===== src/hdl/prma_fifo.sv =====
`timescale 1ns / 1ps
// ----------------------------------------------------------------------------
// prma_fifo: two-entry word queue
// Decouples the two sides of a handshake so each may stall on its own.
// ----------------------------------------------------------------------------
module prma_fifo #(
  parameter int WIDTH = 8
) (
  input  logic             clk,
  input  logic             rst_n,
  input  logic             push,
  input  logic [WIDTH-1:0] wdata,
  output logic             full,
  input  logic             pop,
  output logic [WIDTH-1:0] rdata,
  output logic             empty
);
  logic [WIDTH-1:0] slot_r [2];
  logic             wr_ptr_r, rd_ptr_r;
  logic [1:0]       fill_r;
  logic             do_push, do_pop;

  assign full    = (fill_r == 2'd2);
  assign empty   = (fill_r == 2'd0);
  assign do_push = push && !full;
  assign do_pop  = pop && !empty;
  assign rdata   = slot_r[rd_ptr_r];

  always_ff @(posedge clk) begin
    if (do_push) begin
      slot_r[wr_ptr_r] <= wdata;
    end
  end

  always_ff @(posedge clk) begin
    if (!rst_n) begin
      wr_ptr_r <= 1'b0;
      rd_ptr_r <= 1'b0;
      fill_r   <= 2'd0;
    end else begin
      if (do_push) begin
        wr_ptr_r <= ~wr_ptr_r;
      end
      if (do_pop) begin
        rd_ptr_r <= ~rd_ptr_r;
      end
      fill_r <= fill_r + {1'b0, do_push} - {1'b0, do_pop};
    end
  end
endmodule


===== config.mk =====
export PLATFORM = sky130hd
export DESIGN_NAME = prma_fifo
export DESIGN_NICKNAME = d
export VERILOG_FILES = /design/src/hdl/prma_fifo.sv
export SDC_FILE = /design/constraint.sdc
export NUM_CORES = 1
export LEC_CHECK = 0
export ABC_AREA = 0
export BUFFER_PORTS_ARGS = -buffer_cell sky130_fd_sc_hd__buf_2
export CORE_MARGIN = 2
export CORE_UTILIZATION = 52
export CTS_CLUSTER_DIAMETER = 120
export CTS_CLUSTER_SIZE = 12
export DETAILED_ROUTE_END_ITERATION = 6
export GPL_TIMING_DRIVEN = 0
export HOLD_SLACK_MARGIN = 0.03
export PLACE_DENSITY = 0.79
export SLEW_MARGIN = 20
export SYNTH_ARGS = -nofsm -noshare
export SYNTH_HDL_FRONTEND = slang
export SYNTH_SLANG_ARGS = --single-unit
export TNS_END_PERCENT = 10

===== constraint.sdc =====
create_clock -name clk -period 3.75 [get_ports clk]
set_input_delay 0.75 -clock clk [delete_from_list [all_inputs] [get_ports clk]]
set_output_delay 0.75 -clock clk [all_outputs]
set_load 0.01 [all_outputs]

==> impl_metrics.env <==
export IMPL_hold_buffers=0
export IMPL_min_period_over_period=0.551
export IMPL_ir_drop_v=0.000370
export IMPL_layout_min_cycle_time_ns=2.06
export IMPL_grtUsageTotal=0.141
export IMPL_post_cts_buffers=0
export IMPL_grt_max_degree=12
export IMPL_portBuffers=21
export IMPL_n_fill_cell=115
export IMPL_async_reset_ff_frac=0
export IMPL_power_uw=633
export IMPL_seqPwrFrac=0.511
export IMPL_pwr_density_cell_nw_per_um2=657
export IMPL_hold_path_class="flip-flop to flip-flop"
export IMPL_worstSetupEndpointType="output port"
export IMPL_nNetsFinal=92
export IMPL_synth_ff_type="edfxtp_1"
export IMPL_drt_first_pass_iters=1
export IMPL_synth_edff_count=16
export IMPL_power_leakage_uw=0.000411
export IMPL_vias=459
export IMPL_fp_row_count=14
export IMPL_synth_nets=66
export IMPL_p_int_uw=447
export IMPL_netlist_top_cells_area="edfxtp_1 (59%), dfxtp_1 (12%), mux2_2 (11%)"
export IMPL_cts_sinks=21
export IMPL_grt_overflow=0
export IMPL_drv_cap=0
export IMPL_antenna_found_initial=0
export IMPL_totalWireLength_um=1160
export IMPL_stdcell_area_um2=963
export IMPL_setup_viol=0
export IMPL_cts_resized=0
export IMPL_synth_top_area_cell="edfxtp_1"
export IMPL_worstPathArrival_ns=1.31
export IMPL_final_hold_viol_count=0
export IMPL_worst_slew_pin_transition_ns=0.679
export IMPL_syn_to_final_growth_pct=18.6
export IMPL_dieWidth_um=43.5
export IMPL_floorplan_initialDensity=0.545
export IMPL_numCtsBuffers=3
export IMPL_clkPwrFrac=0.160
export IMPL_setup_tns_ns=0
export IMPL_final_max_slew_viol_count=0
export IMPL_gp_routability_congestion=0.687
export IMPL_h_tree_depth=1
export IMPL_synth_seq_area_share=0.715
export IMPL_wl_per_cell_um=12.5
export IMPL_netlist_instances=52
export IMPL_outcome="finished clean"
export IMPL_path_clk_slew_ns=0.10
export IMPL_rsz0062_at_grt="false"
export IMPL_ys_ff_latch=21
export IMPL_fin_skew_ns=0.00409
export IMPL_syn_cell_area_um2=812
export IMPL_maxSlewHeadroom=0.546
export IMPL_netlist_area_leader_share=0.592
export IMPL_layout_area_seq_um2=581
export IMPL_criticalPathCategory="flip-flop to output port"
export IMPL_core_um2=1490
export IMPL_power_frac_comb=0.329
export IMPL_yosysMostFrequentCell="edfxtp_1"
export IMPL_cts_buffer_depth=2
export IMPL_synth_commonest_cells="edfxtp_1 (16), mux2_2 (8), dfxtp_1 (5), nor2_1 (5), inv_1 (3)"
export IMPL_cts_root_buf="clkbuf_4"
export IMPL_crit_required_ns=3.00
export IMPL_ys_types=17
export IMPL_ant_nets=0
export IMPL_hpwlAfterDp_um=887
export IMPL_fmaxAchievable_mhz=484
export IMPL_clock_latency_ns=0.29
export IMPL_die_h_um=43.5
export IMPL_drive_gt1_frac=0.455
export IMPL_swShare=0.294
export IMPL_placed_area_um2=937
export IMPL_yosysWarnings=0
export IMPL_worstSetupStartpointType="flip-flop"
export IMPL_routed_via_density=4.94
export IMPL_io_pins=22
export IMPL_cts_tree="yes"
export IMPL_grt_pass1_wl_um=1880
export IMPL_die_area_um2=1890
export IMPL_antenna_cells=0
export IMPL_netSwitchingPower_uw=186
export IMPL_drcViolationCount=0
export IMPL_path_max_fanout=8
export IMPL_grt_pass1_vias=442
export IMPL_drtIter0Drc=0
export IMPL_multiInputGateArea_um2=215
export IMPL_synth_avg_cell_area_um2=15.6
[placed cells by master, fill, tap and decap left out]
cell type,instances
ha_1,2
and2_2,1
edfxtp_1,16
clkbuf_1,1
and2_1,1
dfxtp_1,5
clkbuf_4,3
xor2_1,1
nand2b_1,2
nand2_1,2
buf_2,22
nor2_1,5
nor3_1,1
o21a_2,1
xnor2_1,1
inv_1,3
and3_1,1
mux2i_1,1
mux2_2,8
[routing by layer]
layer / global-route usage / wire length [um] / part of all wire
met1: 0.163 / 476 / 0.41
met2: 0.248 / 621 / 0.54
met3: 0.0375 / 61 / 0.053
met4: 0.0545 / 0 / 0
met5: 0 / 0 / 0
[kinds of logic after synthesis]
logic type	Yosys count	share of synthesized area
adder cells (fa/ha/maj)	2	0.0308
XOR/XNOR	2	0.0216
flip-flops	21	0.715
multiplexers	9	0.123
AO/OA/AOI/OAI	1	0.0108
buffers and inverters	4	0.0200
AND/OR/NAND/NOR	13	0.0786
[critical path, cell delays in order (launching register included)]
cell and delay (ns):
dfxtp_1 0.32, buf_2 0.21, mux2_2 0.36, buf_2 0.14
[stage by stage]
step,utilization,hold WS (ns),setup slack (ns),cells
after global routing,0.647,0.575,1.62,93
after detailed placement,0.629,0.515,1.75,89
final,0.647,0.526,1.69,93
after global placement,0.629,0.471,1.80,89
after CTS,0.647,0.535,1.67,93
after floorplan,-,0.455,1.93,52
[flip-flops by register name, summed over array words and instances, names as in the netlist, named ones only]
| signal | count |
|---|---|
| fill_r | 2 |
| wr_ptr_r | 1 |
| slot_r | 16 |
| rd_ptr_r | 1 |
[area by class of cell]
class                           instances  area share
Buffer                                  1     0.00519
Tap cell                               16      0.0208
Timing Repair Buffer                   21       0.109
Multi-Input combinational cell         27       0.223
Sequential cell                        21       0.603
Inverter                                3      0.0117
Clock buffer                            4      0.0273
[power by group through the flow]
| stage | Sequential (uW) | Clock [uW] | Combinational (uW) |
|---|---|---|---|
| after CTS | 324 | 106 | 214 |
| after detailed placement | 329 | 0 | 214 |
| after floorplan | 324 | 0 | 146 |
| after global placement | 327 | 0 | 205 |
| after global routing | 330 | 111 | 235 |
| final | 323 | 101 | 208 |
[worst paths after layout]
path,start,to,slack (ns),cells past startpoint
worst min register to register,wr_ptr_r,wr_ptr_r,0.53,2
worst max-delay path,flip-flop,rdata[6],1.69,3
worst min-delay path,wr_ptr_r,wr_ptr_r,0.53,2
worst max register to register,fill_r[0],fill_r[1],2.06,8
Power figures use the tool's default switching activity.
