===== src/hdl/prma_pkg.sv =====
`timescale 1ns / 1ps
// ----------------------------------------------------------------------------
// prma_pkg: shared types and constants of the running-mean accumulator
// Item and result layouts, operation codes, back-end states and defaults.
// ----------------------------------------------------------------------------
package prma_pkg;

  // Widest column or row index (dimensions up to 4096).
  localparam int COORD_W = 12;
  localparam int PERIOD_W = 24;
  localparam int DEF_IMAGE_WIDTH = 512;
  localparam int DEF_IMAGE_HEIGHT = 512;
  localparam logic [PERIOD_W-1:0] DEF_REFRESH_PERIOD = 24'd500000;
  localparam logic [31:0] COUNT_MAX = 32'hFFFF_FFFF;
  localparam logic [2:0] REG_REFRESH_PERIOD = 3'd0;

  typedef enum logic [1:0] {
    OP_ADD   = 2'd0,
    OP_CLEAR = 2'd1,
    OP_READ  = 2'd2,
    OP_SPARE = 2'd3
  } op_t;

  typedef struct packed {
    op_t                op;
    logic [COORD_W-1:0] col;
    logic [COORD_W-1:0] row;
    logic [31:0]        value;
  } cmd_t;

  typedef struct packed {
    logic [8:0]  col;
    logic [8:0]  row;
    logic [31:0] mean;
    logic [31:0] count;
    logic        refresh;
  } res_t;

  typedef enum logic [2:0] {
    BK_CLEAR,
    BK_IDLE,
    BK_LOOK,
    BK_SUM,
    BK_DIV,
    BK_WRITE
  } bk_state_t;

endpackage


===== src/hdl/prma_front.sv =====
`timescale 1ns / 1ps
// ----------------------------------------------------------------------------
// prma_front: sample intake and pixel mapping
// Maps the normalised position to a pixel, classifies the mode and queues it.
// ----------------------------------------------------------------------------
module prma_front #(
  parameter int IMAGE_WIDTH  = prma_pkg::DEF_IMAGE_WIDTH,
  parameter int IMAGE_HEIGHT = prma_pkg::DEF_IMAGE_HEIGHT,
  parameter int IDX_W        = $clog2(IMAGE_WIDTH * IMAGE_HEIGHT)
) (
  input  logic                          in_push,
  output logic                          in_full,
  input  logic [1:0]                    in_mode,
  input  logic [15:0]                   in_x_pos,
  input  logic [15:0]                   in_y_pos,
  input  logic [31:0]                   in_sample_value,
  input  logic                          hold,
  input  logic                          q_full,
  output logic                          q_push,
  output logic [IDX_W+$bits(prma_pkg::cmd_t)-1:0] q_data
);
  import prma_pkg::*;

  logic [31:0]        prod_x, prod_y, idx_wide;
  logic [16:0]        y_inv;
  logic [COORD_W-1:0] col, row;
  cmd_t               cmd;

  assign in_full = q_full || hold;
  assign q_push  = in_push && !in_full;

  always_comb begin
    prod_x = 32'(in_x_pos) * 32'(IMAGE_WIDTH);
    y_inv  = 17'h10000 - {1'b0, in_y_pos};
    prod_y = 32'(y_inv) * 32'(IMAGE_HEIGHT);
    if (prod_x[31:16] > 16'(IMAGE_WIDTH - 1)) begin
      col = COORD_W'(IMAGE_WIDTH - 1);
    end else begin
      col = prod_x[16+COORD_W-1:16];
    end
    if (prod_y[31:16] > 16'(IMAGE_HEIGHT - 1)) begin
      row = COORD_W'(IMAGE_HEIGHT - 1);
    end else begin
      row = prod_y[16+COORD_W-1:16];
    end
    idx_wide  = 32'(row) * 32'(IMAGE_WIDTH) + 32'(col);
    cmd.col   = col;
    cmd.row   = row;
    cmd.value = in_sample_value;
    // The spare mode code behaves as a read.
    if (in_mode == OP_SPARE) begin
      cmd.op = OP_READ;
    end else begin
      cmd.op = op_t'(in_mode);
    end
  end

  assign q_data = {idx_wide[IDX_W-1:0], cmd};
endmodule


===== config.mk =====
export PLATFORM = sky130hd
export DESIGN_NAME = prma_front
export DESIGN_NICKNAME = d
export VERILOG_FILES = /design/src/hdl/prma_pkg.sv /design/src/hdl/prma_front.sv
export SDC_FILE = /design/constraint.sdc
export NUM_CORES = 1
export LEC_CHECK = 0
export BUFFER_PORTS_ARGS = -buffer_cell sky130_fd_sc_hd__buf_4
export CAP_MARGIN = 20
export CORE_MARGIN = 3
export CORE_UTILIZATION = 23
export DETAILED_ROUTE_END_ITERATION = 10
export PLACE_DENSITY = 0.81
export SYNTH_ARGS = -nofsm -noshare
export SYNTH_HDL_FRONTEND = slang
export SYNTH_SLANG_ARGS = --single-unit

===== constraint.sdc =====
create_clock -name vclk -period 1.72
set_input_delay 0.344 -clock vclk [all_inputs]
set_output_delay 0.344 -clock vclk [all_outputs]
set_load 0.01 [all_outputs]

==> flow_summary.ini, run 1 <==
[yosys]
synth-seq-area-share = 0
syn_area_per_cell_um2 = 6.851
yosys_warnings = 0
syn_inst = 101
yosysTopAreaCellShare = 0.6076
synth_area_leaders = buf_4, clkbuf_1, a21oi_1
ys_types = 24
synth_area_um2 = 691.9
yosys.area.top_type = buf_4

[floorplanning]
die_area_um2 = 3703
initial_core_util = 0.2467
row_count = 19
die_height_um = 60.85
ios = 147
fp.coreArea_um2 = 2805
die_w_um = 60.85

[global_route]
antenna_found_initial = 0
track_usage = 0.06958
grt_pass1_wl_mm = 2.042
grt_pass1_vias = 480
grt_max_degree = 6
grt_overflow = 0

[route]
post_drt_wl_per_cell_um = 11.62
firstDrtPassIters = 2
drc_errors = 0
drt_iter0_drc = 9
finalWirelength_mm = 1.452
num_vias = 543
drtAntennaViolNets = 0
viasPerCell = 4.344

[sta]
fmax_ghz = 0.5031
rsz0062_at_grt = true
hold_slack_ns = 0.6880
period_needed_ns = 1.988
report.final.hold_viol_count = 0
setup_viol = 18
drv_slew = 0
period_share = 1.156
fin_ws_ns = -0.2677

[power]
p_total_uw = 163.4
vdd_ir_drop_max_uv = 58.23
switching_share = 0.4281
internal_power_uw = 93.46
total_leakage_power_uw = 0.0003865
powerDensity_nw_per_um2 = 202.2
combPwrFrac = 1.000
power.sequential.fraction = 0
switching_power_uw = 69.97
p_clk_frac = 0

[final_layout]
drive_gt1_frac = 0.7447
regArea_um2 = 0
area_growth_pct = 16.82
antenna_cells = 0
final_core_util = 0.2881
fin_cells = 125
seq_cell_count = 0
clockBufferCount = 0
nets = 165

[worst_hold_path]
hp-class = input pin to output port
hp-start = in_sample_value[16]

[setup_path]
worstPathArrival_ns = 1.64
cp.required_ns = 1.38
crit_start = in_y_pos[5]
crit_type = input pin to output port
cp-end-kind = output port
critPathLaunchType = input pin
path_max_fanout = 3

[flow_run]
drv_cap = 0

[run_status]
status = complete, but fails checks
violations = negative setup slack

[place]
portBuffers = 43
dpl.hpwl_mm = 1.307
gp_congestion = 0.6209
placed_cells = 123

[cts]
holdBufCountCts = 0
-- stage by stage --
step | TNS, ns | area, um^2 | setup slack [ns]
detailed placement | -4.650 | 738.2 | -0.3497
global placement | -4.280 | 738.2 | -0.3276
finish | -3.496 | 808.3 | -0.2677
floorplan | -1.030 | 774.5 | -0.2122
global route | -5.248 | 808.3 | -0.3461
CTS | -4.043 | 797.0 | -0.2908
-- logic make-up after synthesis --
family | Yosys count | synth area share
AOI/OAI and AO/OA | 10 | 0.08318
buffers and inverters | 68 | 0.6727
muxes | 2 | 0.02893
other | 1 | 0.005420
and+or+nand+nor | 20 | 0.2098
-- final cells by class --
cell class,instances,area (um^2)
timing repair buffer,54,427.9
fill,315,1997
tap,31,38.79
inverter,2,7.507
multi-input combinational,38,334.1
-- metal layers --
metal	up-vias	track usage	wire length, um
met4	0	0.03715	55
met5	-	0	0
met1	234	0.07286	458
met3	14	0.02340	250
met2	52	0.1221	687
li1	243	-	-
-- layout by cell type, fill, tap and decap left out, types with 2 or more instances in the layout --
| cell | n |
|---|---|
| nor2b_1 | 3 |
| buf_6 | 6 |
| or3_4 | 2 |
| inv_1 | 2 |
| a21oi_1 | 2 |
| nor3_4 | 2 |
| buf_4 | 48 |
| conb_1 | 6 |
| a21oi_4 | 2 |
| or2_2 | 2 |
| nor2_1 | 4 |
-- timing repair --
| item | 4_1_cts | 5_1_grt |
|---|---|---|
| pin swaps | 1 | 1 |
| buffers inserted | 2 | 1 |
| endpoints found under the setup margin | 18 | 18 |
| gates resized for setup | 10 | 4 |
-- path summary, 6_finish.rpt --
path                  depth (start not counted)          to  slack [ns]
worst max-delay path                          6  q_data[73]       -0.27
worst min-delay path                          0  q_data[16]        0.69
-- power groups by stage --
stage	Combinational [uW]	Clock, uW	Sequential [uW]
4_1_cts	164	0	0
6_report	163	0	0
3_3_place_gp	153	0	0
3_5_place_dp	155	0	0
2_1_floorplan	189	0	0
5_1_grt	178	0	0
-- critical path: stages --
cell and delay (ns):
buf_6 0.10, nor4_4 0.33, nand4_2 0.15, or3_4 0.38
o21a_1 0.20, buf_4 0.14
-- cells in the mapped netlist --
| master | number |
|---|---|
| nor4_1 | 1 |
| nor2_1 | 4 |
| o21ai_0 | 1 |
| nand2_1 | 1 |
| or3_4 | 1 |
| buf_4 | 56 |
| a2bb2oi_1 | 1 |
| nor3_2 | 2 |
| nor3_1 | 1 |
| or2_2 | 2 |
| a31oi_1 | 1 |
| conb_1 | 1 |
| inv_1 | 2 |
| clkbuf_1 | 10 |
| a21oi_1 | 5 |
| or3_1 | 1 |
| nand4_2 | 1 |
| o21a_1 | 1 |
| nor4_4 | 1 |
| nand3_1 | 1 |
| nand3b_1 | 1 |
| mux2i_1 | 2 |
| o21ai_1 | 1 |
| nor2b_1 | 3 |
Power figures use the tool's default switching activity.
==> run 2, diff against run 1 <==
--- a/config.mk
+++ b/config.mk
@@ -8,9 +8,9 @@
 export BUFFER_PORTS_ARGS = -buffer_cell sky130_fd_sc_hd__buf_4
 export CAP_MARGIN = 20
 export CORE_MARGIN = 3
-export CORE_UTILIZATION = 23
+export CORE_UTILIZATION = 25
 export DETAILED_ROUTE_END_ITERATION = 10
-export PLACE_DENSITY = 0.81
+export PLACE_DENSITY = 0.84
 export SYNTH_ARGS = -nofsm -noshare
 export SYNTH_HDL_FRONTEND = slang
 export SYNTH_SLANG_ARGS = --single-unit
==> constraint.sdc (replaced) <==
create_clock -name vclk -period 2.22
set_input_delay 0.444 -clock vclk [all_inputs]
set_output_delay 0.444 -clock vclk [all_outputs]
set_load 0.01 [all_outputs]
==> run 2 against run 1 <==
- hold slack improved by 0.20 ns
- routed wire length decreased by 1.4%
- the run now ends clean
- largest power group unchanged
- non-clock buffer count decreased by 5
- total power decreased by 33%
- highest routed layer unchanged
- count of clock-buffer cells in the layout unchanged
- global-route usage decreased by 0.28 points
- setup slack improved by 0.32 ns
- sequential share of layout area unchanged
- die area decreased by 7.2%
- final cell count decreased by 4.8%
- flip-flop and latch count unchanged
- critical path type unchanged
==> flow_summary.ini, run 2 (same netlist as run 1, synthesis figures left out) <==
[route]
finalWirelength_mm = 1.431
firstDrtPassIters = 4
post_drt_wl_per_cell_um = 12.03
drtAntennaViolNets = 0
num_vias = 526
drc_errors = 0
drt_iter0_drc = 5
viasPerCell = 4.420

[floorplanning]
fp.coreArea_um2 = 2545
die_area_um2 = 3435
initial_core_util = 0.2719
ios = 147
die_height_um = 58.61
die_w_um = 58.61
row_count = 18

[place]
dpl_cell_area_um2 = 658.1
portBuffers = 43
dp_slack_ns = -0.004876
dpl.hpwl_mm = 1.245
gp_congestion = 0.5911

[final_layout]
regArea_um2 = 0
nets = 160
antenna_cells = 0
final_common_cell = buf_4
clockBufferCount = 0
final_core_util = 0.2689
drive_gt1_frac = 0.6517
final_cell_mix = buf_4, conb_1, a21oi_1, nor2_1, buf_6
area_growth_pct = -1.085
final_area_um2 = 684.4
seq_cell_count = 0

[setup_path]
max_stage_delay_ns = 0.38
critPathLaunchType = input pin
endpoint = q_data[38]
crit_start = in_y_pos[5]
worstPathArrival_ns = 1.73
crit_path_frequent_cell = buf_6
path_max_fanout = 3
crit_type = input pin to output port
path_cells = buf_6 > nor4_4 > nand4_2 > or3_4 > o21a_4 > buf_6
cp.required_ns = 1.78
crit_slowest_cell = or3_4
cp-end-kind = output port

[worst_hold_path]
holdPathStages = 0
hp-class = input pin to output port

[flow_run]
drv_cap = 0

[cts]
postCtsSetupRepairBufs = 0
holdBufCountCts = 0

[global_route]
grt_pass1_wl_mm = 1.932
grt_pass1_vias = 468
grt_overflow = 0
grt_max_degree = 6
antenna_found_initial = 0
track_usage = 0.06673

[power]
powerDensity_nw_per_um2 = 161.0
vdd_ir_drop_max_uv = 48.55
total_leakage_power_uw = 0.0003443

[sta]
report.final.hold_viol_count = 0
period_share = 0.9773
rsz0062_at_grt = true
period_needed_ns = 2.170
drv_slew = 0
hold_slack_ns = 0.8880
setup_viol = 0
fin_ws_ns = 0.05032
fmax_ghz = 0.4609

[run_status]
status = finished, final reports clean
## run 2: critical path: cells and delay by family
family                 cells  cell delay [ns]
buffers and inverters      2             0.21
AO/OA/AOI/OAI              1             0.24
AND/OR/NAND/NOR            3             0.83
## run 2: worst min path at each step
stage / slack, ns / endpoint / start
2_1_floorplan: 0.93 / q_data[56] / in_mode[1]
3_3_place_gp: 0.89 / q_data[0] / in_sample_value[0]
3_5_place_dp: 0.89 / q_data[0] / in_sample_value[0]
4_1_cts: 0.89 / q_data[0] / in_sample_value[0]
5_1_grt: 0.89 / q_data[15] / in_sample_value[15]
6_report: 0.89 / q_data[17] / in_sample_value[17]
## run 2: cell type report
| class | instances | area [um^2] |
|---|---|---|
| Fill cell | 287 | 1861 |
| Inverter | 2 | 7.507 |
| Multi-Input combinational cell | 38 | 256.5 |
| Tap cell | 30 | 37.54 |
| Timing Repair Buffer | 49 | 382.9 |
## run 2: what timing repair did
action	4_1_cts	5_1_grt
gates resized for setup	0	6
endpoints found under the setup margin	2	10
hold endpoints to repair	0	0
## run 2: routing by layer
metal / global-route usage / vias to the layer above / routed length, um
li1: - / 233 / -
met1: 0.05898 / 220 / 388
met2: 0.1164 / 55 / 670
met3: 0.03070 / 18 / 279
met4: 0.05178 / 0 / 93
met5: 0 / - / 0
## run 2: report_power, final
group / internal (uW) / switching (uW) / total (uW) / leakage [uW]
combinational: 62.8 / 47.4 / 110 / 0.000344
clock: 0 / 0 / 0 / 0
sequential: 0 / 0 / 0 / 0
total: 62.8 / 47.4 / 110 / 0.000344
## run 2: per-stage QoR
stage	total power, uW	setup TNS [ns]	instances
global route	119.2	-0.1300	119
detailed placement	106.9	-0.008744	119
finish	110.2	0	119
CTS	107.2	-0.03114	119
global placement	105.2	-0.02262	119
floorplan	140.8	0	106
==> run 3, diff against run 2 <==
--- a/config.mk
+++ b/config.mk
@@ -11,6 +11,7 @@
 export CORE_UTILIZATION = 25
 export DETAILED_ROUTE_END_ITERATION = 10
 export PLACE_DENSITY = 0.84
+export SETUP_SLACK_MARGIN = 0.4
 export SYNTH_ARGS = -nofsm -noshare
 export SYNTH_HDL_FRONTEND = slang
 export SYNTH_SLANG_ARGS = --single-unit
==> constraint.sdc (replaced) <==
create_clock -name vclk -period 2.3
set_input_delay 0.46 -clock vclk [all_inputs]
set_output_delay 0.46 -clock vclk [all_outputs]
set_load 0.01 [all_outputs]
==> run 3 against run 2 <==
- routed wire length shrank 2.3%
- sequential share of layout area is the same
- final cell count unchanged
- first-iteration DRC count decreased by 20%
- highest routed layer unchanged
- count of clock-buffer cells in the layout is the same
- core utilization up 3.1 points
- die area stayed put
- hold slack better by 0.032 ns
- flip-flop and latch count is the same
- final area grew 12%
- critical path type unchanged
==> flow_summary.ini, run 3 (same netlist as run 1, synthesis figures left out) <==
[flow_run]
drv_cap = 0

[place]
portBuffers = 43
dpl.hpwl_mm = 1.197
placed_cells = 116
gp_congestion = 0.5922
dp_slack_ns = -0.03034

[setup_path]
crit_path_frequent_cell = buf_4
crit_slowest_cell = or3_4
critPathLaunchType = input pin
worstPathArrival_ns = 1.79
path_cells = buf_4 > nor3_2 > nand4_2 > or3_4 > o21a_1 > buf_4
critPathBufInv = 2
path_max_fanout = 3
crit_type = input pin to output port
critPathTopFamily = simple AND/OR/NAND/NOR gates
cp-end-kind = output port
cp.required_ns = 1.84
max_stage_delay_ns = 0.39

[floorplanning]
ios = 147
die_height_um = 58.61
fp.coreArea_um2 = 2545
row_count = 18
die_area_um2 = 3435
initial_core_util = 0.2719
die_w_um = 58.61

[final_layout]
regArea_um2 = 0
final_common_cell = buf_4
antenna_cells = 0
nets = 160
final_cell_mix = buf_4, buf_6, conb_1, nor2_1, nor2b_1
clockBufferCount = 0
fin_cells = 119
seq_cell_count = 0
area_growth_pct = 10.31
drive_gt1_frac = 0.7303

[cts]
holdBufCountCts = 0

[sta]
fin_ws_ns = 0.04970
fmax_ghz = 0.4444
period_needed_ns = 2.250
report.final.hold_viol_count = 0
rsz0062_at_grt = true
drv_slew = 0
setup_viol = 0
period_share = 0.9784

[route]
firstDrtPassIters = 2
num_vias = 512
drtAntennaViolNets = 0
drc_errors = 0
finalWirelength_mm = 1.398
drt_iter0_drc = 4
viasPerCell = 4.303
post_drt_wl_per_cell_um = 11.75

[global_route]
grt_max_degree = 6
grt_overflow = 0
antenna_found_initial = 0
grt_pass1_vias = 446
track_usage = 0.06492
grt_pass1_wl_mm = 1.828

[power]
total_leakage_power_uw = 0.0003566
powerDensity_nw_per_um2 = 149.8
vdd_ir_drop_max_uv = 52.95

[run_status]
status = finished, final reports clean

[worst_hold_path]
hp-class = input pin to output port
==> run 3: changes by cell type in the layout (fill, tap and decap cells not counted), moves of 2 or more <==
cell / before / now
buf_6: 4 / 7
a21oi_2: 0 / 2
buf_4: 45 / 42
a21oi_1: 5 / 2
==> run 3: layout make-up <==
| cell class | instances | area (um^2) |
|---|---|---|
| fillers | 276 | 1782 |
| inverters | 2 | 7.507 |
| multi-input cells | 38 | 324.1 |
| well taps | 30 | 37.54 |
| repair buffers | 49 | 394.1 |
==> run 3: path summary, 6_finish.rpt <==
kind | endpoint | slack (ns) | from | depth (start not counted)
worst max-delay path | q_data[73] | 0.05 | in_y_pos[11] | 6
worst min-delay path | q_data[15] | 0.92 | in_sample_value[15] | 0
==> run 3: layer usage <==
metal | vias to the layer above | part of all wire | GRT usage
li1 | 231 | - | -
met1 | 227 | 0.30 | 0.06422
met2 | 42 | 0.47 | 0.1212
met3 | 12 | 0.18 | 0.01316
met4 | 0 | 0.046 | 0.04207
met5 | - | 0 | 0
==> run 3: where the power goes <==
part / switching (uW) / internal, uW
clock network: 0 / 0
logic: 50.4 / 63.9
registers: 0 / 0
total: 50.4 / 63.9
==> run 3: what timing repair did <==
action | CTS | global route
buffers inserted | 1 | 2
pin swaps | 3 | 0
resized for setup | 6 | 5
setup endpoints to repair | 18 | 18
==> run 3: stage by stage <==
step | setup TNS, ns | hold WS [ns] | util | area [um^2] | power, uW
2_1_floorplan | 0 | 0.9659 | - | 774.5 | 141.7
3_3_place_gp | -0.1592 | 0.9201 | 0.2719 | 691.9 | 106.1
3_5_place_dp | -0.1126 | 0.9201 | 0.2719 | 691.9 | 107.8
4_1_cts | 0 | 0.9201 | 0.2837 | 721.9 | 112.2
5_1_grt | -0.1643 | 0.9200 | 0.2999 | 763.2 | 123.1
6_report | 0 | 0.9200 | 0.2999 | 763.2 | 114.3
